==> config.mk <==
export PLATFORM = sky130hd
export DESIGN_NAME = ntc_tbl
export DESIGN_NICKNAME = d
export VERILOG_FILES = /design/src/rtl/core/ntc_pkg.sv /design/src/rtl/core/ntc_tbl.sv
export SDC_FILE = /design/constraint.sdc
export NUM_CORES = 1
export LEC_CHECK = 0
export ABC_CLOCK_PERIOD_IN_PS = 7400
export BUFFER_PORTS_ARGS = -buffer_cell sky130_fd_sc_hd__buf_2
export CORE_UTILIZATION = 40
export CTS_CLUSTER_DIAMETER = 80
export DETAILED_ROUTE_END_ITERATION = 12
export PLACE_DENSITY = 0.61
export RECOVER_POWER = 50
export SETUP_SLACK_MARGIN = 0.3
export SYNTH_ARGS = -nofsm -noshare
export SYNTH_HDL_FRONTEND = slang
export SYNTH_SLANG_ARGS = --single-unit
==> constraint.sdc <==
create_clock -name clk -period 7.4 [get_ports clk]
set_clock_uncertainty 0.15 [all_clocks]
set_input_delay 0 -clock clk [delete_from_list [all_inputs] [get_ports clk]]
set_output_delay 0 -clock clk [all_outputs]
set_load 0.005 [all_outputs]
==> src/rtl/core/ntc_pkg.sv <==
// ----------------------------------------------------------------------------
// ntc_pkg
// Shared constants, the resistance/temperature table and the item record
// for the NTC thermistor temperature converter.
// ----------------------------------------------------------------------------
`default_nettype none

package ntc_pkg;

	// Field and register widths.
	localparam int ADC_W   = 12;
	localparam int PD_W    = 19;
	localparam int COEFF_W = 48;
	localparam int TEMP_W  = 17;
	localparam int CIDX_W  = 2;

	// Defaults for the top-level parameters.
	localparam int TABLE_POINTS_DEF   = 14;
	localparam int ADC_FULL_SCALE_DEF = 4095;

	// Table storage.
	localparam int TABLE_CAP = 64;
	localparam int SEG_W     = 6;
	localparam int TI_W      = 16;
	localparam int DR_W      = 20;
	localparam int DT_W      = 16;
	localparam int TDR_W     = 48;
	localparam int NUM_W     = 48;
	localparam int DEN_W     = 40;

	// Register indexes on the configuration channel.
	localparam logic [CIDX_W-1:0] CFG_COEFF_A   = 2'd0;
	localparam logic [CIDX_W-1:0] CFG_COEFF_B   = 2'd1;
	localparam logic [CIDX_W-1:0] CFG_COEFF_C   = 2'd2;
	localparam logic [CIDX_W-1:0] CFG_PULLDOWN  = 2'd3;

	// Register reset values.
	localparam logic signed [COEFF_W-1:0] COEFF_A_RST = 48'sd314160000000;
	localparam logic signed [COEFF_W-1:0] COEFF_B_RST = 48'sd65900000000;
	localparam logic signed [COEFF_W-1:0] COEFF_C_RST = 48'sd25000000;
	localparam logic [PD_W-1:0]           PD_RST      = 19'd10000;

	// Arithmetic constants.
	localparam logic [31:0]        LN2_Q32       = 32'd2977044472;
	localparam logic [59:0]        SH_NUMER      = 60'hA00_0000_0000_0000;
	localparam logic signed [60:0] KELVIN_X10_M5 = 61'sd699259;
	localparam logic signed [60:0] SH_HALF_SPAN  = 61'sd655360;
	localparam logic [31:0]        RECIP10       = 32'hCCCC_CCCD;
	localparam logic signed [TEMP_W-1:0] TEMP_MAX = 17'sd65535;
	localparam logic signed [TEMP_W-1:0] TEMP_MIN = -17'sd65536;

	// Resistance points in ohms and temperatures in 1/100 degC.
	typedef logic signed [31:0] tbl_arr_t [TABLE_CAP];

	localparam tbl_arr_t TBL_RES = '{
		0: 32'sd43273, 1: 32'sd45349, 2: 32'sd47538, 3: 32'sd49847,
		4: 32'sd52306, 5: 32'sd54878, 6: 32'sd57594, 7: 32'sd60461,
		8: 32'sd63491, 9: 32'sd66692, 10: 32'sd70076, 11: 32'sd73654,
		12: 32'sd77438, 13: 32'sd81479, default: 32'sd0
	};

	localparam tbl_arr_t TBL_TEMP = '{
		0: 32'sd4389, 1: 32'sd4278, 2: 32'sd4167, 3: 32'sd4056,
		4: 32'sd3944, 5: 32'sd3833, 6: 32'sd3722, 7: 32'sd3611,
		8: 32'sd3500, 9: 32'sd3389, 10: 32'sd3278, 11: 32'sd3167,
		12: 32'sd3056, 13: 32'sd2944, default: 32'sd0
	};

	typedef logic signed [TDR_W-1:0] tdr_arr_t [TABLE_CAP];

	// Per-segment resistance step.
	function automatic tbl_arr_t build_dr();
		tbl_arr_t a;
		for (int i = 0; i < TABLE_CAP; i++) begin
			a[i] = (i + 1 < TABLE_CAP) ? TBL_RES[i+1] - TBL_RES[i] : 32'sd0;
		end
		return a;
	endfunction

	// Per-segment temperature step (falling).
	function automatic tbl_arr_t build_dt();
		tbl_arr_t a;
		for (int i = 0; i < TABLE_CAP; i++) begin
			a[i] = (i + 1 < TABLE_CAP) ? TBL_TEMP[i] - TBL_TEMP[i+1] : 32'sd0;
		end
		return a;
	endfunction

	// Per-segment product of start temperature and resistance step.
	function automatic tdr_arr_t build_tdr();
		tdr_arr_t a;
		tbl_arr_t dr;
		dr = build_dr();
		for (int i = 0; i < TABLE_CAP; i++) begin
			a[i] = TDR_W'(TBL_TEMP[i]) * TDR_W'(dr[i]);
		end
		return a;
	endfunction

	localparam tbl_arr_t TBL_DR  = build_dr();
	localparam tbl_arr_t TBL_DT  = build_dt();
	localparam tdr_arr_t TBL_TDR = build_tdr();

	// What the table stages hand on for one item.
	typedef struct packed {
		logic                    ok;
		logic                    tbl;
		logic                    sat_max;
		logic signed [NUM_W-1:0] tnum;
		logic [DEN_W-1:0]        tden;
	} ntc_item_t;

endpackage

`default_nettype wire

==> src/rtl/core/ntc_tbl.sv <==
// ----------------------------------------------------------------------------
// ntc_tbl
// Forms the thermistor resistance, finds its table segment and prepares the
// numerator and denominator of the interpolation in four stages.
// ----------------------------------------------------------------------------
`default_nettype none

module ntc_tbl import ntc_pkg::*; #(
	parameter int RW     = 35,
	parameter int POINTS = TABLE_POINTS_DEF
) (
	input  logic            clk,
	input  logic            arst_n,
	input  logic            en,
	input  logic            vld_i,
	input  logic            ok_i,
	input  logic [RW-1:0]   rq_i,
	input  logic [PD_W-1:0] pd,
	output logic            vld_o,
	output ntc_item_t       item_o,
	output logic [RW-1:0]   r_o
);

	// Stage 1: resistance and segment search.
	logic signed [RW:0] r_c;
	logic               found_c;
	logic [SEG_W-1:0]   seg_c;

	assign r_c = $signed({1'b0, rq_i}) - $signed({{(RW+1-PD_W){1'b0}}, pd});

	always_comb begin
		found_c = 1'b0;
		seg_c   = '0;
		for (int i = 0; i < TABLE_CAP - 1; i++) begin
			if (i + 1 < POINTS && !found_c && r_c < TBL_RES[i+1]) begin
				found_c = 1'b1;
				seg_c   = SEG_W'(i);
			end
		end
	end

	logic               vld_s1, ok_s1, found_s1;
	logic signed [RW:0] r_s1;
	logic [SEG_W-1:0]   seg_s1;

	always_ff @(posedge clk or negedge arst_n) begin
		if (!arst_n) begin
			vld_s1 <= 1'b0;
		end else if (en) begin
			vld_s1 <= vld_i;
		end
	end

	always_ff @(posedge clk) begin
		if (en) begin
			ok_s1    <= ok_i;
			found_s1 <= found_c;
			r_s1     <= r_c;
			seg_s1   <= seg_c;
		end
	end

	// Stage 2: segment constants and offset into the segment.
	logic signed [31:0] ri_c;
	logic signed [23:0] d_c;
	logic               vld_s2, ok_s2, tbl_s2, sat_s2, slack_s2;
	logic signed [23:0] d_s2;
	logic signed [DT_W-1:0]  dt_s2;
	logic signed [DR_W-1:0]  dr_s2;
	logic signed [TDR_W-1:0] tdr_s2;
	logic signed [TI_W-1:0]  ti_s2;
	logic [RW-1:0]      r_s2;

	assign ri_c = TBL_RES[seg_s1];
	assign d_c  = $signed(r_s1[23:0]) - 24'(ri_c);

	always_ff @(posedge clk or negedge arst_n) begin
		if (!arst_n) begin
			vld_s2 <= 1'b0;
		end else if (en) begin
			vld_s2 <= vld_s1;
		end
	end

	always_ff @(posedge clk) begin
		if (en) begin
			ok_s2    <= ok_s1;
			tbl_s2   <= found_s1;
			sat_s2   <= !found_s1 && (r_s1 < $signed((RW+1)'(1)));
			slack_s2 <= TBL_DR[seg_s1] <= 32'sd0;
			d_s2     <= d_c;
			dt_s2    <= DT_W'(TBL_DT[seg_s1]);
			dr_s2    <= DR_W'(TBL_DR[seg_s1]);
			tdr_s2   <= TBL_TDR[seg_s1];
			ti_s2    <= TI_W'(TBL_TEMP[seg_s1]);
			r_s2     <= (r_s1 >= $signed((RW+1)'(1))) ? r_s1[RW-1:0] : '0;
		end
	end

	// Stage 3: offset times temperature step.
	logic               vld_s3, ok_s3, tbl_s3, sat_s3, slack_s3;
	logic signed [39:0] prod_s3;
	logic signed [DR_W-1:0]  dr_s3;
	logic signed [TDR_W-1:0] tdr_s3;
	logic signed [TI_W-1:0]  ti_s3;
	logic [RW-1:0]      r_s3;

	always_ff @(posedge clk or negedge arst_n) begin
		if (!arst_n) begin
			vld_s3 <= 1'b0;
		end else if (en) begin
			vld_s3 <= vld_s2;
		end
	end

	always_ff @(posedge clk) begin
		if (en) begin
			ok_s3    <= ok_s2;
			tbl_s3   <= tbl_s2;
			sat_s3   <= sat_s2;
			slack_s3 <= slack_s2;
			prod_s3  <= 40'(d_s2) * 40'(dt_s2);
			dr_s3    <= dr_s2;
			tdr_s3   <= tdr_s2;
			ti_s3    <= ti_s2;
			r_s3     <= r_s2;
		end
	end

	// Stage 4: rounded-division operands; a flat segment returns its start.
	logic signed [NUM_W-1:0] n_c, num_c;
	logic [DEN_W-1:0]        den_c;

	always_comb begin
		n_c = NUM_W'(tdr_s3) - NUM_W'(prod_s3);
		if (slack_s3) begin
			num_c = (NUM_W'(ti_s3) <<< 9) + NUM_W'(100);
			den_c = DEN_W'(200);
		end else begin
			num_c = (n_c <<< 9) + NUM_W'(dr_s3) * NUM_W'(100);
			den_c = DEN_W'(dr_s3) * DEN_W'(200);
		end
	end

	always_ff @(posedge clk or negedge arst_n) begin
		if (!arst_n) begin
			vld_o <= 1'b0;
		end else if (en) begin
			vld_o <= vld_s3;
		end
	end

	always_ff @(posedge clk) begin
		if (en) begin
			item_o.ok      <= ok_s3;
			item_o.tbl     <= tbl_s3;
			item_o.sat_max <= sat_s3;
			item_o.tnum    <= num_c;
			item_o.tden    <= den_c;
			r_o            <= r_s3;
		end
	end

endmodule

`default_nettype wire

==> results.py <==
metrics = {
    "setup_path": {
        "worstPathCellList": "clkbuf_1 -> buf_4 -> and2_1 -> fa_1 -> fa_1 -> inv_1 -> fa_1 -> inv_1 -> fa_1 -> fa_1 -> fa_1 -> ha_4 -> a21o_1 -> nor2b_1 -> a22oi_2 -> nor4b_2 -> buf_4 -> o31ai_4 -> a41o_1 -> o41a_1 -> a21oi_2 -> o21bai_1 -> a21oi_1 -> xnor2_1",
        "cp.required_ps": 7560,
        "cpPeakStageDelay_ps": 550,
        "critPathSlowestCell": "fa_1",
        "endpoint_kind": "flip-flop",
        "cp_max_fo": 6,
        "critPathKind": "flip-flop to flip-flop",
        "startpoint_type": "flip-flop",
        "cp_common_cell": "fa_1",
        "arrival_ps": 7080,
    },
    "floorplanning": {
        "die_w_um": 276,
        "num_rows": 100,
        "die_y_um": 276,
        "core_mm2": 0.0744,
        "io_pins": 186,
        "initial_core_util_pct": 40.4,
        "die_area_mm2": 0.0763,
    },
    "cells_and_area": {
        "finalNetCount": 3598,
        "multi_input_area_mm2": 0.0168,
        "seq_area_mm2": 0.0114,
        "syn_to_final_growth_pct": 13.4,
        "fin_area_mm2": 0.0341,
        "antenna_cells": 0,
        "fillers": 6886,
        "drive_above_1_share_pct": 11.1,
    },
    "logic_synthesis": {
        "ys_warn_count": 0,
        "yosys-top-cells-area": "edfxtp_1 38%, fa_1 15%, ha_1 11%",
        "synth_common_cells": "450 x inv_1, 377 x edfxtp_1, 273 x ha_1",
        "postSynth.asyncResetShare_pct": 1.05,
        "synth_most_common_cell": "inv_1",
        "yosys.cell_types.count": 95,
        "ys_ff_latch": 381,
        "ys.flop_type": "edfxtp_1",
        "yosys.area.top_type": "edfxtp_1",
        "synth.top_cell.area_share_pct": 37.6,
        "synth_area_mm2": 0.0301,
        "synthCells": 2813,
        "syn_area_per_cell_um2": 10.7,
        "synth_edf_count": 377,
        "synth_seq_area_share_pct": 38.0,
    },
    "route": {
        "wire_per_inst_um": 16.0,
        "drtIter0Drc": 1118,
        "dr.pass1.iters": 9,
        "wirelength_um": 64400,
        "ant_nets": 0,
        "vias_per_cell": 4.98,
        "drc": 0,
        "route.vias.total": 20100,
    },
    "global_routing": {
        "grt_pass1_wl_um": 103000,
        "grt_max_degree": 164,
        "grt_overflow": 0,
        "grtUsageTotal_pct": 16.7,
        "grt_pass1_vias": 20000,
        "antenna_found_initial": 0,
    },
    "placement": {
        "place_hpwl_um": 50700,
        "placed_cell_area_mm2": 0.0320,
        "port_buffers": 177,
        "globalplace.congestion": 0.875,
    },
    "cts": {
        "path_clk_slew_ps": 60,
        "cts_root_buf": "clkbuf_16",
        "h-tree-depth": 2,
        "clk_latency_ps": 580,
        "clock-sinks": 381,
        "cts_buffer_depth": 3,
        "cts_buffers": 43,
        "cts_tree": "done",
    },
    "timing": {
        "setup_viol": 0,
        "tightest_slew_ps": 5270,
        "fmax_mhz": 144,
        "final.min_clock_period_ps": 6920,
        "holdWs_ps": 38.8,
        "rsz0062_at_grt": "true",
        "slew_viol_final": 211,
        "fin_crit_sh_pct": 93.5,
        "relSlewSlack_pct": -251,
        "hold_viol": 0,
    },
    "status": {
        "violations": "max-capacitance violations, max-slew violations",
        "status": "complete, but fails checks",
    },
    "flow_run": {
        "cap_violations": 3,
    },
    "hold_path": {
        "hp-class": "input pin to flip-flop",
    },
}
==> layer usage <==
layer	global-route usage (%)	vias up	part of all wire, %
met5	0	-	0
met4	3.55	0	1.7
met3	2.45	72	3.9
met2	27.9	367	47
met1	23.1	9572	47
li1	-	10100	-
==> cells in the final DEF, fill, tap and decap left out, types with 40 or more instances in the layout <==
cell type	count
xnor2_1	91
edfxtp_1	377
and2_1	107
fa_1	229
xor2_1	50
a21o_1	57
nor2_1	148
nand2_1	125
dlygate4sd3_1	42
nor2b_1	54
inv_1	450
o21ai_0	120
clkbuf_16	43
clkbuf_1	60
buf_2	125
ha_1	263
a21oi_1	146
nor3_1	40
==> state kept, by name, indices dropped and copies added, names as in the netlist, 23 cells and up <==
signal,count
d_s2,24
item_o,61
prod_s3,39
r_o,35
r_s1,36
r_s2,35
r_s3,35
tdr_s2,23
tdr_s3,24
==> final cells by class <==
| cell class | count | share of cell area (%) |
|---|---|---|
| sequential | 381 | 33.5 |
| multi-input combinational | 1899 | 49.4 |
| inverter | 452 | 4.98 |
| timing repair buffer | 259 | 4.50 |
| clock inverter | 26 | 0.870 |
| clock buffer | 49 | 3.22 |
| tap | 969 | 3.56 |
==> through the flow <==
step | instances | TNS, ps | utilization [%] | setup slack [ps]
2_1_floorplan | 2820 | 0 | - | 393
3_3_place_gp | 3903 | 0 | 42.9 | 157
3_5_place_dp | 3903 | -2.98 | 42.9 | -2.98
4_1_cts | 4026 | 0 | 45.5 | 217
5_1_grt | 4035 | 0 | 45.8 | 151
6_report | 4035 | 0 | 45.8 | 479
==> critical path, delay by kind of cell, from the launching register on <==
family,cells,cell delay [ps]
adder cells (fa/ha/maj),7,3090
XOR/XNOR,1,80
flip-flops,1,460
buffers and inverters,5,720
AO/OA/AOI/OAI,8,1570
AND/OR/NAND/NOR,3,600
==> path summary, 6_finish.rpt <==
check | from | to | slack (ps) | cells after the start
worst max-delay path | dt_s2[6]$_DFFE_PP_ | prod_s3[36]$_DFFE_PP_ | 480 | 24
worst min-delay path | vld_i | vld_s1$_DFFE_PN0P_ | 40 | 3
worst max register to register | dt_s2[6]$_DFFE_PP_ | prod_s3[36]$_DFFE_PP_ | 480 | 24
worst min register to register | dr_s2[4]$_DFFE_PP_ | dr_s3[4]$_DFFE_PP_ | 260 | 0
max in group asynchronous | arst_n | vld_s2$_DFFE_PN0P_ | 6770 | 3
min in group asynchronous | arst_n | vld_o$_DFFE_PN0P_ | 160 | 3
==> cell families after synthesis <==
logic type	Yosys count	share of synthesized area [%]
AOI/OAI and AO/OA	562	12.0
xor gates and xnor gates	141	4.11
adders and majority gates	503	26.7
DFF	381	38.0
other	1	0.0125
buffers and inverters	540	7.17
and+or+nand+nor	674	11.6
muxes	11	0.395
==> timing repair <==
item	in CTS	in global routing
gates resized for setup	7	65
hold buffers	42	0
cloned	0	0
setup endpoints to repair	14	21
pin swaps	1	33
endpoints found under the hold margin	125	0
buffers inserted	6	9
Power is not shown: default switching activity piles up to over one toggle a cycle in this logic, so the estimate is an artifact.
