[src/rtl/core/ntc_div.sv]
// ----------------------------------------------------------------------------
// ntc_div
// Pipelined unsigned restoring divider, one quotient bit per stage, with a
// side tag that travels alongside each item.
// ----------------------------------------------------------------------------
`default_nettype none

module ntc_div #(
	parameter int NW = 8,
	parameter int DW = 8,
	parameter int TW = 1
) (
	input  logic          clk,
	input  logic          arst_n,
	input  logic          en,
	input  logic          vld_i,
	input  logic [TW-1:0] tag_i,
	input  logic [NW-1:0] dvd_i,
	input  logic [DW-1:0] dvs_i,
	output logic          vld_o,
	output logic [TW-1:0] tag_o,
	output logic [NW-1:0] quo_o,
	output logic [DW-1:0] rem_o
);

	logic          vld_s [NW];
	logic [NW-1:0] dvd_s [NW];
	logic [DW-1:0] rem_s [NW];
	logic [DW-1:0] dvs_s [NW];
	logic [TW-1:0] tag_s [NW];

	for (genvar k = 0; k < NW; k++) begin : g_stage
		logic          pv;
		logic [NW-1:0] pdvd;
		logic [DW-1:0] prem;
		logic [DW-1:0] pdvs;
		logic [TW-1:0] ptag;
		logic [DW:0]   trial;
		logic [DW:0]   diff;
		logic          ge;

		if (k == 0) begin : g_first
			assign pv   = vld_i;
			assign pdvd = dvd_i;
			assign prem = '0;
			assign pdvs = dvs_i;
			assign ptag = tag_i;
		end else begin : g_next
			assign pv   = vld_s[k-1];
			assign pdvd = dvd_s[k-1];
			assign prem = rem_s[k-1];
			assign pdvs = dvs_s[k-1];
			assign ptag = tag_s[k-1];
		end

		// Shift in the next dividend bit and subtract where it fits.
		assign trial = {prem, pdvd[NW-1]};
		assign ge    = trial >= {1'b0, pdvs};
		assign diff  = trial - {1'b0, pdvs};

		always_ff @(posedge clk or negedge arst_n) begin
			if (!arst_n) begin
				vld_s[k] <= 1'b0;
			end else if (en) begin
				vld_s[k] <= pv;
			end
		end

		always_ff @(posedge clk) begin
			if (en) begin
				rem_s[k] <= ge ? diff[DW-1:0] : trial[DW-1:0];
				dvd_s[k] <= {pdvd[NW-2:0], ge};
				dvs_s[k] <= pdvs;
				tag_s[k] <= ptag;
			end
		end
	end

	assign vld_o = vld_s[NW-1];
	assign tag_o = tag_s[NW-1];
	assign quo_o = dvd_s[NW-1];
	assign rem_o = rem_s[NW-1];

endmodule

`default_nettype wire

[config.mk]
export PLATFORM = sky130hd
export DESIGN_NAME = ntc_div
export DESIGN_NICKNAME = d
export VERILOG_FILES = /design/src/rtl/core/ntc_div.sv
export SDC_FILE = /design/constraint.sdc
export NUM_CORES = 1
export LEC_CHECK = 0
export BUFFER_PORTS_ARGS = -buffer_cell sky130_fd_sc_hd__clkbuf_2
export CAP_MARGIN = 20
export CORE_MARGIN = 10
export CORE_UTILIZATION = 55
export CTS_CLUSTER_DIAMETER = 50
export DETAILED_ROUTE_END_ITERATION = 10
export MAX_ROUTING_LAYER = met4
export PLACE_DENSITY = 0.72
export SKIP_CTS_REPAIR_TIMING = 1
export SYNTH_ARGS = -nofsm -noshare
export SYNTH_HDL_FRONTEND = slang
export SYNTH_SLANG_ARGS = --single-unit
[constraint.sdc]
create_clock -name clk -period 7.1 [get_ports clk]
set_clock_uncertainty 0.15 [all_clocks]
set_input_delay 1.775 -clock clk [delete_from_list [all_inputs] [get_ports clk]]
set_output_delay 1.775 -clock clk [all_outputs]
set_load 0.005 [all_outputs]
==> flow_summary.json, run 1 <==
{
  "avgViaCountPerCell": 5.63,
  "tightest_slew_ps": 1080,
  "synth_top_family_by_area": "compound AO/OA/AOI/OAI gates",
  "report.final.slew_viol_count": 0,
  "synth_area_leaders": "edfxtp_1 58%, ha_1 7.3%, mux2_4 4.5%",
  "fp.dieH_um": 154,
  "muxShareOfSynthArea": 0.0811,
  "fin_ws_ps": 3590,
  "peakVddDrop_uv": 203,
  "drive_gt1_frac": 0.189,
  "cp-start-kind": "primary input",
  "grt_remaining_overflow": 0,
  "hp-class": "reg2reg",
  "post-route-util": 0.606,
  "seq_area_um2": 5970,
  "finalSetupViolations": 0,
  "stdcell_count": 976,
  "finalWirelength_mm": 15.6,
  "crit_type": "in2reg",
  "period_minus_slack_ps": 3510,
  "dp_slack_ps": 3150,
  "nFillCells": 1339,
  "synth_compound_area_frac": 0.101,
  "first_iter_violations": 275,
  "initial_core_util": 0.556,
  "ff2ff_setup_slack_ps": 4360,
  "holdPathEnd": "dvd_s[0][23]$_DFFE_PP_",
  "numPortBuffers": 38,
  "crit_family": "buffers and inverters",
  "yosysMostFrequentCell": "edfxtp_1",
  "vias": 5494,
  "synth_fa_ha_area_frac": 0.0873,
  "syn_area_um2": 9920,
  "r2r-end": "rem_s[0][12]$_DFFE_PP_",
  "drt-pass1-iter-count": 4,
  "fin_crit_sh": 0.494,
  "clk_latency_ps": 430,
  "synth-edff-count": 192,
  "cts_sinks": 200,
  "syn2layout_area_growth_pct": 9.05,
  "rr_worst_depth": 6,
  "yosysWarnings": 0,
  "slowest_delay_ps": 800,
  "yosysTopAreaCellShare": 0.581,
  "async_flop_share": 0.0400,
  "tns_ps": 0,
  "seq_area_frac_synth": 0.601,
  "cts_tree": "yes",
  "coreArea_um2": 17800,
  "numPlacedInstances": 944,
  "rsz0062_at_grt": "no",
  "dieWidth_um": 154,
  "ys_top_cells_by_count": "192 x edfxtp_1, 82 x inv_1, 58 x ha_1",
  "cts_buffers": 17,
  "r2r_start": "rem_s[0][4]$_SDFFCE_PP0P_",
  "routedWlPerCell_um": 16.0,
  "drc": 0,
  "ios": 39,
  "dieArea_um2": 23800,
  "ys.flop_type": "edfxtp_1",
  "clkTransAtPathRegs_ps": 70,
  "grt_pass1_wl_mm": 26.1,
  "cp_max_fo": 134,
  "synth_xor_xnor_area_share": 0.0185,
  "rows": 49,
  "critPathSlowestCell": "buf_4",
  "maxCapViolCount": 0,
  "grt_max_degree": 135,
  "track_usage": 0.137,
  "setup.worst_path.end_class": "flip-flop",
  "syn-num-nets": 785,
  "htreeDepth": 4,
  "antenna_cells": 0,
  "yosysUniqueCellTypes": 54,
  "syn-instance-count": 699,
  "powerDensity_nw_per_um2": 355,
  "syn_area_per_cell_um2": 14.2,
  "antenna_found_initial": 0,
  "crit_path_cell_trace": "clkbuf_8, buf_4",
  "hpwl_mm": 11.3,
  "ys_ff_latch": 200,
  "synth_top_area_cell": "edfxtp_1",
  "worstPathRequired_ps": 7000,
  "grt_pass1_vias": 5768,
  "synthSimpleGateAreaFrac": 0.0621,
  "multi_input_area_um2": 3470,
  "relSlewSlack": 0.280,
  "fmax_mhz": 285,
  "power_mw": 3.83,
  "outcome": "finished clean",
  "min_path_cells": 0,
  "hold_viol": 0,
  "clk_path_buf_depth": 2,
  "arrival_ps": 3410,
  "crit_buf_inv": 2,
  "ant_nets": 0,
  "p_leak_nw": 4.39,
  "worstHoldStart": "dvd_s[0][14]$_DFFE_PP_",
  "nets": 820,
  "gp_congestion": 0.924,
  "root_buffer": "clkbuf_16"
}
worst max-delay path by stage:
stage                  start                      to  slack (ps)  depth (start not counted)
global route              en   dvs_s[2][1]$_DFFE_PP_        3500                          2
finish                    en  dvs_s[2][11]$_DFFE_PP_        3590                          2
detailed placement        en  rem_s[1][31]$_DFFE_PP_        3150                          2
floorplan           dvd_i[7]   rem_s[0][0]$_DFFE_PP_        3780                          9
CTS                       en   dvs_s[2][1]$_DFFE_PP_        3610                          2
global placement          en   dvs_s[3][5]$_DFFE_PP_        3190                          2
layer usage:
layer | track usage | share of wire | up-vias
li1 | - | - | 2671
met1 | 0.126 | 0.37 | 2679
met2 | 0.262 | 0.58 | 106
met3 | 0.0324 | 0.028 | 38
met4 | 0.0621 | 0.023 | 0
met5 | - | 0 | -
placed cells by master, fill, tap and decap left out, types with 15 or more instances in the layout:
cell type,Yosys,layout
edfxtp_1,192,192
ha_1,58,58
inv_1,82,82
a21o_1,15,15
mux2_2,19,19
xnor2_1,19,19
clkbuf_16,0,17
mux2_4,30,30
nor2_1,34,34
clkbuf_2,4,37
a21oi_1,19,19
nor3_1,23,23
power by group:
part           switching, mW  internal [mW]  total [mW]
combinational          0.614          0.633        1.25
clock                  0.416          0.523       0.939
sequential            0.0849           1.56        1.65
total                   1.11           2.72        3.83
cells by family after synthesis:
kind of cell	after synthesis
xor gates and xnor gates	21
AOI/OAI and AO/OA	122
and+or+nand+nor	123
buffers and inverters	105
muxes	63
DFF	200
adders and majority gates	65
registers in the layout, indices dropped and copies added, names as in the netlist:
signal / flops
dvs_s: 56
rem_s: 64
g_stage.pv: 7
dvd_s: 64
vld_o: 1
tag_s: 8
cell type report:
cell class | instances | area share
Sequential cell | 200 | 0.552
Multi-Input combinational cell | 394 | 0.321
Clock buffer | 19 | 0.0400
Inverter | 82 | 0.0285
Tap cell | 229 | 0.0265
Timing Repair Buffer | 39 | 0.0191
Clock inverter | 13 | 0.0132
metrics by stage:
step	hold WS (ps)	area, µm²
after floorplan	250	9920
after global placement	250	10200
after detailed placement	255	10200
after CTS	264	10800
after global routing	270	10800
final	265	10800
Note: power is estimated with default switching activity, not from simulation.
==> run 2: changes to the inputs <==
clock period = 3.7 ns   (was 7.1 ns; I/O delays follow)
==> flow_summary.json, run 2 (synthesized netlist as in run 1, its figures left out) <==
{
  "outcome": "finished clean",
  "antenna_cells": 0,
  "clk_path_buf_depth": 2,
  "crit_path_cell_trace": "ha_1, a21o_1, a2111oi_2, o21a_1, mux2_4",
  "grt_remaining_overflow": 0,
  "grt_pass1_vias": 5915,
  "coreArea_um2": 17800,
  "rows": 49,
  "initial_core_util": 0.556,
  "fin_crit_sh": 0.735,
  "powerDensity_nw_per_um2": 676,
  "final_common_cell": "edfxtp_1",
  "sw_frac_of_total": 0.292,
  "power_frac_comb": 0.329,
  "drc": 0,
  "hold_viol": 0,
  "tightest_slew_ps": 564,
  "relSlewSlack": 0.624,
  "maxCapViolCount": 0,
  "crit_family": "compound AO/OA/AOI/OAI gates",
  "clkTransAtPathRegs_ps": 70,
  "pwr-share-seq": 0.431,
  "ios": 39,
  "first_iter_violations": 349,
  "slowest_delay_ps": 530,
  "grt_max_degree": 106,
  "antenna_found_initial": 0,
  "crit_type": "reg2reg",
  "cp-start-kind": "flip-flop",
  "drive_gt1_frac": 0.189,
  "dp_slack_ps": 982,
  "nets": 821,
  "period_minus_slack_ps": 2720,
  "report.final.slew_viol_count": 0,
  "hpwl_mm": 11.4,
  "fin_ws_ps": 980,
  "hp-class": "in2async",
  "numPortBuffers": 38,
  "dieArea_um2": 23800,
  "drt-pass1-iter-count": 5,
  "p_int_mw": 5.19,
  "vias": 5547,
  "postPlaceCellArea_um2": 10300,
  "clk_latency_ps": 430,
  "cts_sinks": 200,
  "finalSetupViolations": 0,
  "gp_congestion": 0.915,
  "arrival_ps": 2740,
  "mostFrequentLayoutCells": "192 x edfxtp_1, 82 x inv_1, 58 x ha_1",
  "rsz0062_at_grt": "no",
  "pwr-share-clk": 0.240,
  "ant_nets": 0,
  "final.hold.worst_slack_ps": 181,
  "dieWidth_um": 154,
  "avgViaCountPerCell": 5.68,
  "finalWirelength_mm": 15.9,
  "fmax_mhz": 368,
  "worstPathRequired_ps": 3720,
  "cts_tree": "yes",
  "cp_max_fo": 9,
  "cts_buffers": 17,
  "tns_ps": 0,
  "finish.instance_area_um2": 10800,
  "routedWlPerCell_um": 16.3,
  "grt_pass1_wl_mm": 26.5,
  "largest_registers": "dvd_s (64), rem_s (64), dvs_s (56)",
  "power_mw": 7.32,
  "setup.worst_path.end_class": "flip-flop",
  "syn2layout_area_growth_pct": 9.20,
  "htreeDepth": 4,
  "root_buffer": "clkbuf_16",
  "p_leak_nw": 4.39,
  "power.switching_mw": 2.14,
  "peakVddDrop_uv": 366,
  "track_usage": 0.140,
  "fp.dieH_um": 154,
  "crit_buf_inv": 0,
  "nFillCells": 1337,
  "critPathSlowestCell": "o21a_1"
}
## run 2: routing by layer
layer | track usage | up-vias | part of all wire
met3 | 0.0336 | 39 | 0.028
met5 | - | - | 0
li1 | - | 2673 | -
met4 | 0.0684 | 0 | 0.029
met2 | 0.267 | 104 | 0.58
met1 | 0.125 | 2731 | 0.36
## run 2: worst reg2reg max path, cell delays in order (launching register included)
cell,delay [ps]
edfxtp_1,420
ha_1,400
a21o_1,250
a2111oi_2,370
o21a_1,540
mux2_4,350
## run 2: final timing paths
kind	from	end	slack (ps)	depth (start not counted)
max in group asynchronous	arst_n	g_stage[6].pv$_DFFE_PN0P_	3050	1
min in group clk	dvd_s[1][18]$_DFFE_PP_	dvd_s[1][27]$_DFFE_PP_	260	0
worst min register to register	dvd_s[1][18]$_DFFE_PP_	dvd_s[1][27]$_DFFE_PP_	260	0
worst max register to register	rem_s[1][5]$_DFFE_PP_	rem_s[1][15]$_DFFE_PP_	980	5
worst min-delay path	arst_n	g_stage[7].pv$_DFFE_PN0P_	180	1
worst max-delay path	rem_s[1][5]$_DFFE_PP_	rem_s[1][15]$_DFFE_PP_	980	5
## run 2: final cells by class
class	count	area, µm²	area share
tap	229	287	0.0265
inverter	82	308	0.0284
sequential	200	5970	0.551
clock buffer	22	464	0.0429
timing repair buffer	40	239	0.0221
clock inverter	10	93.8	0.00866
multi-input combinational	394	3470	0.321
## run 2: power groups by stage
stage	clock network, mW	registers [mW]	logic, mW
after floorplan	0	3.16	1.97
after global placement	0	3.19	2.25
after detailed placement	0	3.20	2.39
after CTS	1.81	3.16	2.42
after global routing	1.91	3.19	2.64
final	1.76	3.15	2.41
## run 2: stage by stage
step	util	instances
floorplan	-	699
global placement	0.576	945
detailed placement	0.576	945
CTS	0.607	977
global route	0.607	977
finish	0.607	977
==> run 3: changes to the inputs <==
clock period = 2.6 ns   (was 3.7 ns; I/O delays follow)
==> flow_summary.json, run 3 (synthesized netlist as in run 1, its figures left out) <==
{
  "outcome": "finished clean",
  "vias": 5546,
  "coreArea_um2": 17800,
  "cts_sinks": 200,
  "avgViaCountPerCell": 5.60,
  "multi_input_area_um2": 3520,
  "gp_congestion": 0.893,
  "p_leak_nw": 4.49,
  "fin_crit_sh": 0.961,
  "cp_max_fo": 9,
  "cts_tree": "yes",
  "stdcell_count": 990,
  "htreeDepth": 4,
  "crit_type": "reg2reg",
  "tightest_slew_ps": 483,
  "numPortBuffers": 38,
  "antenna_cells": 0,
  "root_buffer": "clkbuf_16",
  "syn2layout_area_growth_pct": 11.8,
  "setup.worst_path.end_class": "flip-flop",
  "worstPathRequired_ps": 2630,
  "clk_latency_ps": 430,
  "clk_path_buf_depth": 2,
  "rsz0062_at_grt": "no",
  "grt_max_degree": 58,
  "finalWirelength_mm": 16.1,
  "nFillCells": 1299,
  "routedWlPerCell_um": 16.2,
  "track_usage": 0.142,
  "grt_pass1_wl_mm": 26.9,
  "power_mw": 10.7,
  "powerDensity_nw_per_um2": 965,
  "largest_registers": "dvd_s (64), rem_s (64), dvs_s (56)",
  "hpwl_mm": 12.1,
  "first_iter_violations": 350,
  "numPlacedInstances": 957,
  "ios": 39,
  "clkTransAtPathRegs_ps": 70,
  "antenna_found_initial": 0,
  "post-route-util": 0.621,
  "peakVddDrop_uv": 519,
  "drive_gt1_frac": 0.208,
  "fin_ws_ps": 102,
  "finalSetupViolations": 0,
  "nets": 835,
  "relSlewSlack": 0.678,
  "mostFrequentLayoutCells": "192 x edfxtp_1, 82 x inv_1, 55 x ha_1",
  "period_minus_slack_ps": 2500,
  "grt_pass1_vias": 5716,
  "cts_buffers": 17,
  "maxCapViolCount": 0,
  "fmax_mhz": 400,
  "seq_area_um2": 5970,
  "arrival_ps": 2520,
  "dp_slack_ps": 84.7,
  "rows": 49,
  "cp-start-kind": "flip-flop",
  "grt_remaining_overflow": 0,
  "drc": 0,
  "report.final.slew_viol_count": 0,
  "drt-pass1-iter-count": 5,
  "hp-class": "in2reg",
  "dieWidth_um": 154,
  "fp.dieH_um": 154,
  "dieArea_um2": 23800,
  "initial_core_util": 0.556,
  "hold_viol": 0,
  "final_common_cell": "edfxtp_1",
  "tns_ps": 0,
  "ant_nets": 0
}
[run 3: stage by stage]
stage          hold slack, ps  cell area [µm²]
6_report                  246            11100
5_1_grt                   224            11100
4_1_cts                  -110            11000
3_5_place_dp              255            10500
3_3_place_gp              251            10500
2_1_floorplan             204             9920
[run 3: path summary, 6_finish.rpt]
path	start	end	slack [ps]	depth (start not counted)
min in group asynchronous	arst_n	vld_o$_DFFE_PN0P_	470	2
hold reg to reg	dvd_s[0][12]$_DFFE_PP_	dvd_s[0][21]$_DFFE_PP_	260	0
setup / recovery	rem_s[0][21]$_DFFE_PP_	rem_s[0][26]$_DFFE_PP_	100	6
max in group asynchronous	arst_n	g_stage[5].pv$_DFFE_PN0P_	1660	2
setup reg to reg	rem_s[0][21]$_DFFE_PP_	rem_s[0][26]$_DFFE_PP_	100	6
hold / removal	dvd_i[4]	dvd_s[0][5]$_DFFE_PP_	250	1
[run 3: power by group]
group,switching (mW),internal [mW],leakage (nW)
clock,1.16,1.43,0.277
sequential,0.260,4.27,1.96
combinational,1.69,1.90,2.26
total,3.11,7.59,4.49
[run 3: layout make-up]
class                           count  share of cell area
Multi-Input combinational cell    394               0.317
Timing Repair Buffer               54              0.0392
Sequential cell                   200               0.538
Clock inverter                     13              0.0133
Tap cell                          229              0.0258
Clock buffer                       18              0.0387
Inverter                           82              0.0278
[run 3: critical path, cell delays in order, from the launching register on]
cell and delay [ps]:
edfxtp_1 420, ha_1 370, a21o_1 270, a2111oi_4 370
o21a_1 210, buf_12 150, mux2_4 300
[run 3: routing by layer]
layer	vias to the layer above	track usage	part of all wire
li1	2702	-	-
met1	2729	0.140	0.38
met2	91	0.261	0.58
met3	24	0.0330	0.026
met4	0	0.0594	0.021
met5	-	-	0
